==> src/rtl/core/assert_macros.svh <==
// Assertion macros shared by the queue engine RTL.
`ifndef ASSERT_MACROS_SVH
`define ASSERT_MACROS_SVH
`ifndef SYNTHESIS
`define DQE_ASSERT_CLKD(label, clk, rstn, prop, msg) \
  label: assert property (@(posedge clk) disable iff (!rstn) prop) else $error(msg);
`define DQE_ASSERT(label, prop, msg) \
  `DQE_ASSERT_CLKD(label, clk_i, rst_ni, prop, msg)
`else
`define DQE_ASSERT_CLKD(label, clk, rstn, prop, msg)
`define DQE_ASSERT(label, prop, msg)
`endif
`endif

==> src/rtl/core/dqe_pkg.sv <==
// Types and constants of the double-ended queue engine.
package dqe_pkg;

  localparam int DEPTH_DEF      = 16;
  localparam int DATA_WIDTH_DEF = 32;
  localparam int REQ_W          = 4;
  localparam int STATUS_W       = 3;

  typedef enum logic [REQ_W-1:0] {
    REQ_PUSH_HEAD  = 4'd0,
    REQ_PUSH_TAIL  = 4'd1,
    REQ_POP_HEAD   = 4'd2,
    REQ_POP_TAIL   = 4'd3,
    REQ_PEEK_FRONT = 4'd4,
    REQ_PEEK_REAR  = 4'd5,
    REQ_READ_AT    = 4'd6,
    REQ_SEARCH     = 4'd7,
    REQ_INSERT_AT  = 4'd8,
    REQ_REMOVE_AT  = 4'd9,
    REQ_CLEAR      = 4'd10
  } req_e;

  typedef enum logic [STATUS_W-1:0] {
    STAT_OK       = 3'd0,
    STAT_EMPTY    = 3'd1,
    STAT_FULL     = 3'd2,
    STAT_BADPOS   = 3'd3,
    STAT_NOTFOUND = 3'd4
  } status_e;

  typedef enum logic {
    S_IDLE = 1'b0,
    S_EXEC = 1'b1
  } state_e;

  typedef enum logic [1:0] {
    SH_NONE  = 2'd0,
    SH_OPEN  = 2'd1,
    SH_CLOSE = 2'd2
  } shift_e;

  typedef struct packed {
    logic   wr_en;
    shift_e shift;
  } cell_cmd_t;

endpackage

==> src/rtl/core/double_ended_queue_engine.sv <==
// Top level of the double-ended queue engine: request control and the cell chain.
//
//  channel   direction  handshake                    payload
//  request   in         start high, busy low         req_type_i, value_i, position_i
//  result    out        done_o, one cycle            data_out_o, found_position_o,
//                                                    status_o, occupancy_o
//
// Each request is first registered, then executed in the S_EXEC state, in which every cell
// compares, shifts or loads in parallel while the control decodes the request.
// The result appears on the cycle after that, marked by done_o, and a new request
// may be accepted in that same cycle; no new request is accepted while one executes.
// Reset empties the queue at once; the cell contents are not cleared.
// The receiver cannot stall; busy is high only during the execute cycle.
`include "assert_macros.svh"

module double_ended_queue_engine #(
  parameter int DEPTH      = dqe_pkg::DEPTH_DEF,
  parameter int DATA_WIDTH = dqe_pkg::DATA_WIDTH_DEF,
  localparam int IDX_W     = $clog2(DEPTH),
  localparam int CNT_W     = $clog2(DEPTH + 1)
) (
  input  logic                         clk_i,
  input  logic                         rst_ni,
  input  logic                         start,
  output logic                         busy,
  input  logic [dqe_pkg::REQ_W-1:0]    req_type_i,
  input  logic [DATA_WIDTH-1:0]        value_i,
  input  logic [CNT_W-1:0]             position_i,
  output logic                         done_o,
  output logic [DATA_WIDTH-1:0]        data_out_o,
  output logic [IDX_W-1:0]             found_position_o,
  output logic [dqe_pkg::STATUS_W-1:0] status_o,
  output logic [CNT_W-1:0]             occupancy_o
);

  localparam logic [CNT_W-1:0] Full = CNT_W'(DEPTH);

  dqe_pkg::state_e state_q, state_d;

  logic [dqe_pkg::REQ_W-1:0] req_q;
  logic [DATA_WIDTH-1:0]     value_q;
  logic [CNT_W-1:0]          pos_q;
  logic [CNT_W-1:0]          count_q, count_d;

  logic                      done_q;
  logic [DATA_WIDTH-1:0]     data_q, data_d;
  logic [IDX_W-1:0]          found_q, found_d;
  dqe_pkg::status_e          status_q, status_d;

  logic                      exec;
  logic                      accept;
  logic                      full_w, empty_w;
  logic [IDX_W-1:0]          rd_idx;
  logic [IDX_W-1:0]          at_idx;
  logic [DATA_WIDTH-1:0]     rd_data;
  dqe_pkg::cell_cmd_t        cmd;
  logic                      hit;
  logic [IDX_W-1:0]          hit_idx;

  logic [DATA_WIDTH-1:0]     cell_data [DEPTH];
  logic [DEPTH-1:0]          cell_match;

  // Request state machine.
  always_comb begin
    state_d = state_q;
    unique case (state_q)
      dqe_pkg::S_IDLE: begin
        if (start) begin
          state_d = dqe_pkg::S_EXEC;
        end
      end
      dqe_pkg::S_EXEC: state_d = dqe_pkg::S_IDLE;
      default:         state_d = dqe_pkg::S_IDLE;
    endcase
  end

  always_comb begin
    unique case (state_q)
      dqe_pkg::S_IDLE: begin
        busy = 1'b0;
        exec = 1'b0;
      end
      dqe_pkg::S_EXEC: begin
        busy = 1'b1;
        exec = 1'b1;
      end
      default: begin
        busy = 1'b0;
        exec = 1'b0;
      end
    endcase
  end

  assign accept = start && !busy;

  always_ff @(posedge clk_i or negedge rst_ni) begin
    if (!rst_ni) begin
      state_q <= dqe_pkg::S_IDLE;
      count_q <= '0;
      done_q  <= 1'b0;
    end else begin
      state_q <= state_d;
      count_q <= count_d;
      done_q  <= exec;
    end
  end

  always_ff @(posedge clk_i) begin
    if (accept) begin
      req_q   <= req_type_i;
      value_q <= value_i;
      pos_q   <= position_i;
    end
    if (exec) begin
      data_q   <= data_d;
      found_q  <= found_d;
      status_q <= status_d;
    end
  end

  assign full_w  = (count_q == Full);
  assign empty_w = (count_q == '0);

  always_comb begin
    case (req_q)
      dqe_pkg::REQ_POP_HEAD, dqe_pkg::REQ_PEEK_FRONT: rd_idx = '0;
      dqe_pkg::REQ_POP_TAIL, dqe_pkg::REQ_PEEK_REAR:  rd_idx = IDX_W'(count_q - 1'b1);
      default:                                        rd_idx = IDX_W'(pos_q);
    endcase
  end

  assign rd_data = cell_data[rd_idx];

  always_comb begin
    hit     = 1'b0;
    hit_idx = '0;
    for (int i = DEPTH - 1; i >= 0; i--) begin
      if (cell_match[i] && (CNT_W'(i) < count_q)) begin
        hit     = 1'b1;
        hit_idx = IDX_W'(i);
      end
    end
  end

  // Request decoder.
  always_comb begin
    cmd.wr_en = 1'b0;
    cmd.shift = dqe_pkg::SH_NONE;
    at_idx    = IDX_W'(pos_q);
    count_d   = count_q;
    data_d    = '0;
    found_d   = '0;
    status_d  = dqe_pkg::STAT_OK;
    if (exec) begin
      unique case (req_q) inside
        dqe_pkg::REQ_PUSH_HEAD: begin
          if (full_w) begin
            status_d = dqe_pkg::STAT_FULL;
          end else begin
            cmd.wr_en = 1'b1;
            cmd.shift = dqe_pkg::SH_OPEN;
            at_idx    = '0;
            count_d   = count_q + 1'b1;
          end
        end
        dqe_pkg::REQ_PUSH_TAIL: begin
          if (full_w) begin
            status_d = dqe_pkg::STAT_FULL;
          end else begin
            cmd.wr_en = 1'b1;
            at_idx    = IDX_W'(count_q);
            count_d   = count_q + 1'b1;
          end
        end
        dqe_pkg::REQ_POP_HEAD, dqe_pkg::REQ_POP_TAIL,
        dqe_pkg::REQ_PEEK_FRONT, dqe_pkg::REQ_PEEK_REAR: begin
          if (empty_w) begin
            status_d = dqe_pkg::STAT_EMPTY;
          end else begin
            data_d = rd_data;
            if (req_q == dqe_pkg::REQ_POP_HEAD) begin
              cmd.shift = dqe_pkg::SH_CLOSE;
              at_idx    = '0;
            end
            if ((req_q == dqe_pkg::REQ_POP_HEAD) || (req_q == dqe_pkg::REQ_POP_TAIL)) begin
              count_d = count_q - 1'b1;
            end
          end
        end
        dqe_pkg::REQ_READ_AT, dqe_pkg::REQ_REMOVE_AT: begin
          if (pos_q >= count_q) begin
            status_d = dqe_pkg::STAT_BADPOS;
          end else begin
            data_d = rd_data;
            if (req_q == dqe_pkg::REQ_REMOVE_AT) begin
              cmd.shift = dqe_pkg::SH_CLOSE;
              count_d   = count_q - 1'b1;
            end
          end
        end
        dqe_pkg::REQ_SEARCH: begin
          if (hit) begin
            found_d = hit_idx;
          end else begin
            status_d = dqe_pkg::STAT_NOTFOUND;
          end
        end
        dqe_pkg::REQ_INSERT_AT: begin
          if (full_w) begin
            status_d = dqe_pkg::STAT_FULL;
          end else if (pos_q > count_q) begin
            status_d = dqe_pkg::STAT_BADPOS;
          end else begin
            cmd.wr_en = 1'b1;
            cmd.shift = dqe_pkg::SH_OPEN;
            count_d   = count_q + 1'b1;
          end
        end
        dqe_pkg::REQ_CLEAR: begin
          count_d = '0;
        end
        default: begin
        end
      endcase
    end
  end

  for (genvar g = 0; g < DEPTH; g++) begin : g_cell
    logic [DATA_WIDTH-1:0] left_data;
    logic [DATA_WIDTH-1:0] right_data;

    if (g == 0) begin : g_first
      assign left_data = cell_data[g];
    end else begin : g_inner_l
      assign left_data = cell_data[g-1];
    end

    if (g == DEPTH - 1) begin : g_last
      assign right_data = cell_data[g];
    end else begin : g_inner_r
      assign right_data = cell_data[g+1];
    end

    dqe_cell #(
      .IDX        (g),
      .IDX_W      (IDX_W),
      .DATA_WIDTH (DATA_WIDTH)
    ) u_cell (
      .clk_i        (clk_i),
      .cmd_i        (cmd),
      .at_idx_i     (at_idx),
      .wr_data_i    (value_q),
      .left_data_i  (left_data),
      .right_data_i (right_data),
      .key_i        (value_q),
      .data_o       (cell_data[g]),
      .match_o      (cell_match[g])
    );
  end

  assign done_o           = done_q;
  assign data_out_o       = data_q;
  assign found_position_o = found_q;
  assign status_o         = status_q;
  assign occupancy_o      = count_q;

  `DQE_ASSERT(a_done_after_exec, exec |=> done_o, "Result strobe missing after execute cycle.")
  `DQE_ASSERT(a_done_not_busy, done_o |-> !busy, "Result strobe raised while busy.")
  `DQE_ASSERT(a_accept_busy, accept |=> (busy && !done_o), "Accepted transaction did not execute.")
  `DQE_ASSERT(a_count_bound, count_q <= Full, "Occupancy exceeds queue depth.")
  `DQE_ASSERT(a_full_push_holds,
    (exec && full_w && ((req_q == dqe_pkg::REQ_PUSH_HEAD) || (req_q == dqe_pkg::REQ_PUSH_TAIL)))
    |=> ($stable(count_q) && (status_o == dqe_pkg::STAT_FULL)),
    "Push on a full queue changed occupancy.")

endmodule

==> src/rtl/core/dqe_cell.sv <==
// One storage cell of the queue chain, holding the entry at a fixed position.
module dqe_cell #(
  parameter int IDX        = 0,
  parameter int IDX_W      = 4,
  parameter int DATA_WIDTH = dqe_pkg::DATA_WIDTH_DEF
) (
  input  logic                  clk_i,
  input  dqe_pkg::cell_cmd_t    cmd_i,
  input  logic [IDX_W-1:0]      at_idx_i,
  input  logic [DATA_WIDTH-1:0] wr_data_i,
  input  logic [DATA_WIDTH-1:0] left_data_i,
  input  logic [DATA_WIDTH-1:0] right_data_i,
  input  logic [DATA_WIDTH-1:0] key_i,
  output logic [DATA_WIDTH-1:0] data_o,
  output logic                  match_o
);

  localparam logic [IDX_W-1:0] MyIdx = IDX_W'(IDX);

  logic [DATA_WIDTH-1:0] data_q, data_d;

  always_comb begin
    data_d = data_q;
    case (cmd_i.shift)
      dqe_pkg::SH_OPEN: begin
        if (MyIdx > at_idx_i) begin
          data_d = left_data_i;
        end
      end
      dqe_pkg::SH_CLOSE: begin
        if (MyIdx >= at_idx_i) begin
          data_d = right_data_i;
        end
      end
      default: begin
      end
    endcase
    if (cmd_i.wr_en && (MyIdx == at_idx_i)) begin
      data_d = wr_data_i;
    end
  end

  always_ff @(posedge clk_i) begin
    data_q <= data_d;
  end

  assign data_o  = data_q;
  assign match_o = (data_q == key_i);

endmodule
==> config.mk <==
export PLATFORM = sky130hd
export DESIGN_NAME = double_ended_queue_engine
export DESIGN_NICKNAME = d
export VERILOG_FILES = /design/src/rtl/core/dqe_pkg.sv /design/src/rtl/core/double_ended_queue_engine.sv /design/src/rtl/core/dqe_cell.sv
export VERILOG_INCLUDE_DIRS = /design/src /design/src/rtl/core
export SDC_FILE = /design/constraint.sdc
export NUM_CORES = 2
export LEC_CHECK = 0
export BUFFER_PORTS_ARGS = -buffer_cell sky130_fd_sc_hd__buf_2
export CORE_AREA = 2 2 322 324
export CTS_CLUSTER_DIAMETER = 40
export DETAILED_ROUTE_END_ITERATION = 6
export DIE_AREA = 0 0 324 326
export GPL_TIMING_DRIVEN = 0
export MAX_ROUTING_LAYER = met4
export PLACE_DENSITY_LB_ADDON = 0.3
export RECOVER_POWER = 25
export SYNTH_ARGS = -nofsm -noshare
export SYNTH_HDL_FRONTEND = slang
export SYNTH_SLANG_ARGS = --single-unit
==> constraint.sdc <==
create_clock -name clk_i -period 6.9 [get_ports clk_i]
set_input_delay 0.69 -clock clk_i [delete_from_list [all_inputs] [get_ports clk_i]]
set_output_delay 0.69 -clock clk_i [all_outputs]
set_load 0.01 [all_outputs]
Yosys cells after proc, flatten, opt, wreduce, memory -nomap -nowiden. Index checks and enable logic that the tools add are counted.

Flip-flop bits (word level): 599. Word-level logic and storage cells: 380.

Add/subtract/negate cells: 2. Magnitude comparators: 49. Equality and inequality tests: 79. Multiplexer cells: 135. Bitwise gates (word level): 4. Reduce and logical (&&, ||, !) cells: 83.

Operator list (count): $mux 32 (52); $pmux 32 s2 (15); $eq 32x32->1 (16); $bmux 32 s4 (1); $ne 3x1->1 const B (28); $mux 4 (13); $reduce_and 3->1 (14); $reduce_bool 3->1 (14); $lt 4x5->1 const A (8); $mux 5 (7); $logic_and 1x1->1 (33); $eq 4x4->1 const A (8); $gt 4x4->1 const A (8); $ge 4x4->1 const A (7); $mux 3 (9); $pmux 5 s5 (1); $lt 3x5->1 const A (4); $mux 1 (20); $mux 2 (10); $eq 3x4->1 const A (4); $eq 4x3->1 const B (4); $ge 3x4->1 const A (4); $gt 3x4->1 const A (4); $pmux 3 s5 (1); 40 further kinds (67).

Logic depth before layout (Yosys ltp).
Depth after elaboration: 20. Mapped depth: 17. Mapped depth without buffers: 16.

Hierarchy. From an unflattened synthesis, not the netlist that was laid out.

Cell total of the unflattened synthesis: 3713. Area total of the unflattened synthesis: 41979.0 um2.

By module, submodules not included: double_ended_queue_engine (times used 1, cells an instance 698, area each 8535.7 um2, sequential area each 2577.5 um2); dqe_cell at g_cell[5].u_cell ... (times used 2, cells an instance 189, area each 2079.5 um2, sequential area each 960.9 um2); dqe_cell at g_cell[2].u_cell ... (times used 2, cells an instance 188, area each 2024.4 um2, sequential area each 960.9 um2); dqe_cell at g_cell[10].u_cell (times used 1, cells an instance 190, area each 2287.2 um2, sequential area each 960.9 um2); dqe_cell at g_cell[0].u_cell (times used 1, cells an instance 186, area each 2205.9 um2, sequential area each 960.9 um2); dqe_cell at g_cell[14].u_cell (times used 1, cells an instance 188, area each 2169.6 um2, sequential area each 960.9 um2); dqe_cell at g_cell[15].u_cell (times used 1, cells an instance 188, area each 2144.6 um2, sequential area each 960.9 um2); dqe_cell at g_cell[11].u_cell (times used 1, cells an instance 190, area each 2112.0 um2, sequential area each 960.9 um2); dqe_cell at g_cell[6].u_cell (times used 1, cells an instance 190, area each 2077.0 um2, sequential area each 960.9 um2); dqe_cell at g_cell[7].u_cell (times used 1, cells an instance 188, area each 2068.2 um2, sequential area each 960.9 um2); dqe_cell at g_cell[13].u_cell (times used 1, cells an instance 190, area each 2048.2 um2, sequential area each 960.9 um2); dqe_cell at g_cell[8].u_cell (times used 1, cells an instance 188, area each 2043.2 um2, sequential area each 960.9 um2); dqe_cell at g_cell[3].u_cell (times used 1, cells an instance 188, area each 2031.9 um2, sequential area each 960.9 um2); dqe_cell at g_cell[1].u_cell (times used 1, cells an instance 187, area each 2028.2 um2, sequential area each 960.9 um2); dqe_cell at g_cell[12].u_cell (times used 1, cells an instance 188, area each 2019.4 um2, sequential area each 960.9 um2).

Worst setup path before layout. No wires, ideal clock.

Kind: reg2reg. From: reg count_q[3], in the netlist occupancy_o[3]. To: reg g_cell[1].u_cell.data_q[0], enable pin. Setup time: 466 ps. Arrival time: 5047 ps. Data required time: 6434 ps. Slack: 1388 ps. Cell stages (with the launch flop): 15. Buffers on the path: 2. Clock period less this slack: 5512 ps. Path through: dfrtp_1 -> clkbuf_1 -> inv_1 -> ha_1 -> a21o_1 -> a21oi_1 -> nand2_1 -> nor3_1 -> nor2_1 -> or2_2 -> ha_1 -> clkbuf_1 -> inv_1 -> a22oi_1 -> o21ai_0.

Word-level cells in the longest chain between the ends: 8. Elaborated cells on any way between the ends: 28. Those cells by class: 4 x order compare; 6 x eq/ne; 14 x mux; 4 x reduce/logical.

RTL lines: from (decl) (RTL line double_ended_queue_engine.sv:43) `logic [CNT_W-1:0] count_q, count_d;`; from (signal assigned) (RTL line double_ended_queue_engine.sv:103) `count_q <= count_d;`; $gt 5x5->1, or another cell as far along (RTL line double_ended_queue_engine.sv:211) `end else if (pos_q > count_q) begin`; $mux 3, or another cell as far along (RTL line double_ended_queue_engine.sv:211); $mux 3 / $pmux 4 s3 (equally long branches) (RTL line double_ended_queue_engine.sv:209, double_ended_queue_engine.sv:155); $pmux 2 s4, or another cell as far along (RTL line double_ended_queue_engine.sv:155) `unique case (req_q) inside`; $mux 3 / $eq 1x4->1 (equally long branches) (RTL line double_ended_queue_engine.sv:154, dqe_cell.sv:38); $eq 2x2->1, or another cell as far along (RTL line dqe_cell.sv:24) `case (cmd_i.shift)`; $ne 3x1->1 (no line) / $reduce_bool 3->1 (equally long branches); $reduce_and 3->1 (no line) *; to (signal assigned) (RTL line dqe_cell.sv:44) `data_q <= data_d;`; to (decl) (RTL line dqe_cell.sv:20) `logic [DATA_WIDTH-1:0] data_q, data_d;`.

Every way passes the cells marked *; elsewhere a longest branch is shown, timed or not. A chain may end at the register's enable or synchronous reset.

Worst setup path after layout.
From: reg count_q[0], in the netlist occupancy_o[0]. To: reg g_cell[15].u_cell.data_q[0], enable pin.

Word-level cells in the longest chain between the ends: 8. Elaborated cells on any way between the ends: 25. Those cells by class: 3 x order compare; 3 x eq/ne; 14 x mux; 5 x reduce/logical.

RTL lines (RTL line): $gt 5x5->1, or another cell as far along (double_ended_queue_engine.sv:211); $mux 3, or another cell as far along (double_ended_queue_engine.sv:211); $mux 3 / $pmux 4 s3 (equally long branches) (double_ended_queue_engine.sv:209, double_ended_queue_engine.sv:155); $pmux 2 s4, or another cell as far along (double_ended_queue_engine.sv:155); $mux 3 / $eq 4x4->1 (equally long branches) (double_ended_queue_engine.sv:154, dqe_cell.sv:38); $eq 2x1->1 / $logic_and 1x1->1 (equally long branches) (dqe_cell.sv:24, dqe_cell.sv:38); $reduce_bool 2->1 (no line); $reduce_and 2->1 (no line) *; to (signal assigned) (dqe_cell.sv:44); to (decl) (dqe_cell.sv:20).

Marked as above.

==> results.md <==
- Pwr dens: 308 nW/um^2
- Clock Sinks: between 500 and 600
- Most common flop cell mapped by yosys: edfxtp_1
- Die area: 106000 sq um
- Final hold violations: 0
- Ports: 90
- Worst skew pair latency: 770 ps
- Slowest CP cell: nand2_1
- YS warnings: 0
- Core area: approximately 100000 sq um
- Setup Buffers After CTS: 0
- Clock Skews: 28.5 ps
- Element type at the critical path start: register
- Pin count of the biggest net entering global routing: 33
- Pins Over Slew Limit: 191
- Number of vias per cell: 6.75
- Initial antenna violation count: 34
- Max cap viols: 20
- Critical path arrival: just over 7000 ps
- Leak Pwr: 15.0 nW
- Routed len/inst: 46.2 um
- CTS tree: built
- Seq/Total Area, Yosys: 44.4%
- Failing checks: design-rule violations, max-capacitance violations, max-slew violations
- DRC viols: 7
- WHS: 108 ps
- Root buffer cell: clkbuf_16
- Final Cycle Share: 96.9%
- Max FO, Critical Path: 17
- Chip Height: 326 um
- Total routed wirelength: between 200000 and 300000 um
- Hpwl dp: 206000 um
- Total iterations of the first detailed-routing run: 7
- IO Port Bufs: 89
- Clk slew on worst S/H paths: around 60 ps
- GRT overflow: 0
- Outcome: finished with violations
- Post-layout min period: roughly 6700 ps
- Final Instance Area: about 48000 sq um
- Synth Instances: ~4100
- Total track usage: roughly half
- Max Buffers Root-to-Sink: 3
- Critical Path Most Common Cell: clkbuf_1
- Fraction of layout cells with a size suffix above 1: between 10% and 20%
- Number of synthesized flops with an enable pin: 592
- CP bufs+invs: 5
- Achievable Freq: 150 MHz
- Share of the synthesized area in the top cell type: 43.9%
- Number of DRC markers in iteration 0: 7003
- Setup-failing EPs final: 0
- Hold crit path type: input port to register
- CP cell instances: clkbuf_1 -> inv_1 -> ha_1 -> nand2_1 -> nor2_1 -> o21ai_2 -> o2111ai_4 -> a22oi_1 -> clkbuf_1 -> nor2_2 -> nand3_1 -> clkbuf_1 -> nand2_1 -> buf_16
- Starting density of the core: 39.4%
- #FFs+latches synth: 599
- Vias: roughly 40000
- DRT antenna net count: 0
- Placer Congestion: 1.09
- Synth area leaders: edfxtp_1, mux2i_1, nand2_1, xnor2_1, xor2_1
- Async set-reset flop share out of synthesis: 1.17%
- Width of the die: around 320 um
- Placed Area: 43300 sq um
- Critical Path RT: 7380 ps
- Type of element capturing the critical path: register
- Worst Tran Pin Value: 1950 ps
- Synth area leader: edfxtp_1
- First-pass GRT wire length: 348000 um
- Row cnt: 118
- H-tree lvl count: 4
- Syn_area_per_cell: 9.88 sq um
- Post-synth top cells: nand2_1, edfxtp_1, mux2i_1
- Final nets: ~4400
- Area Growth Syn to Fin: 18.5%
- Worst path max stage delay: about 870 ps
- RSZ-0062 raised after global routing: false
- Syn nets: 4151
- Max VDD drop: roughly 0.00027 V
- CTS buffer count: roughly 130
- Vias in the first global route: 36500
- Slew headroom: -29.7%
- Syn Std Cell Area: between 40000 and 50000 sq um
- Yosys cell types: 70
- CP Class: register to register
- Crit path max-delay family: buffers and inverters
- Fill cells: 9847
- Count leader, synth: nand2_1
through the flow:
step                      util (%)  setup WS [ps]  setup TNS, ps  instances  total power [mW]
after global routing          46.7            184              0       5852              14.9
after detailed placement      42.2           -348         -10020       5589              7.79
after floorplan                  -           1390              0       4097              6.02
after global placement        41.5          -1680        -258320       5566              7.75
after CTS                     46.8            170              0       5831              14.5
final                         46.7            216              0       5862              14.8
registers in the layout, indices dropped and copies added, names as in the netlist, 3 cells and up:
| register | count |
|---|---|
| status_o | 3 |
| pos_q | 5 |
| g_cell.u_cell.data_o | 512 |
| occupancy_o | 5 |
| value_q | 32 |
| req_q | 4 |
| data_out_o | 32 |
| found_position_o | 4 |
final timing paths:
path | from | end | slack [ps] | cells past startpoint
worst max-delay path | occupancy_o[0]$_DFFE_PN0P_ | g_cell[15].u_cell.data_o[0]$_DFFE_PP_ | 220 | 14
worst min-delay path | position_i[1] | pos_q[1]$_DFFE_PP_ | 110 | 1
worst max register to register | occupancy_o[0]$_DFFE_PN0P_ | g_cell[15].u_cell.data_o[0]$_DFFE_PP_ | 220 | 14
worst min register to register | g_cell[15].u_cell.data_o[17]$_DFFE_PP_ | g_cell[14].u_cell.data_o[17]$_DFFE_PP_ | 710 | 2
max in group asynchronous | rst_ni | state_q$_DFF_PN0_ | 6100 | 2
min in group asynchronous | rst_ni | done_o$_DFF_PN0_ | 430 | 2
layout by cell type (no fill, tap or decap), types with 136 or more instances in the layout:
cell type,netlist,routed
mux2i_1,450,450
o21ai_0,327,327
buf_2,158,201
nand2_1,641,643
xor2_1,255,255
clkbuf_1,208,263
xnor2_1,260,260
a21oi_1,160,160
edfxtp_1,592,592
clkbuf_16,0,136
a211oi_1,193,194
cell type report:
class | count | area [sq um] | share of cell area, %
inverter | 13 | 48.8 | 0.102
buffer | 400 | 1790 | 3.73
antenna | 27 | 67.6 | 0.141
tap | 1380 | 1730 | 3.60
clock inverter | 94 | 1210 | 2.52
sequential | 599 | 18000 | 37.4
clock buffer | 148 | 3450 | 7.19
multi-input combinational | 3084 | 20900 | 43.6
timing repair buffer | 117 | 816 | 1.70
cell families (layout without fill, tap and decap cells):
logic type | count (synthesis) | in the layout | share of synthesized area [%]
simple gates | 1127 | 1127 | 12.8
compound gates | 917 | 917 | 13.8
flops | 599 | 599 | 44.4
xor+xnor | 515 | 515 | 11.1
mux | 515 | 515 | 12.9
buf+inv | 414 | 772 | 4.55
fa+ha+maj | 10 | 10 | 0.309
other cells | 0 | 27 | 0
what timing repair did:
action                                  4_1_cts  5_1_grt
pin swaps                                     0        0
hold endpoints to repair                      7        0
hold buffers                                  1        0
gates resized for setup                       1        1
endpoints found under the setup margin       55        6
power breakdown:
group,internal [mW],leakage [nW],switching [mW]
clock network,4.45,2.25,2.36
registers,4.28,5.51,0.421
logic,0.801,7.29,2.47
total,9.54,15.0,5.25
worst register-to-register path, delay by kind of cell (launching register included):
kind                       cells  cell delay, ps
AOI/OAI and AO/OA              3            1240
adders and majority gates      1             350
buffers and inverters          5            2650
DFF                            1             470
and+or+nand+nor                5            1680
per-layer routing:
metal	GRT usage (%)	wire length (um)	vias up
li1	-	-	15500
met1	62.3	101000	19600
met2	67.4	106000	3518
met3	22.0	38000	944
met4	39.6	25600	0
met5	-	0	-
No activity file was read; power rests on OpenSTA's default activity.
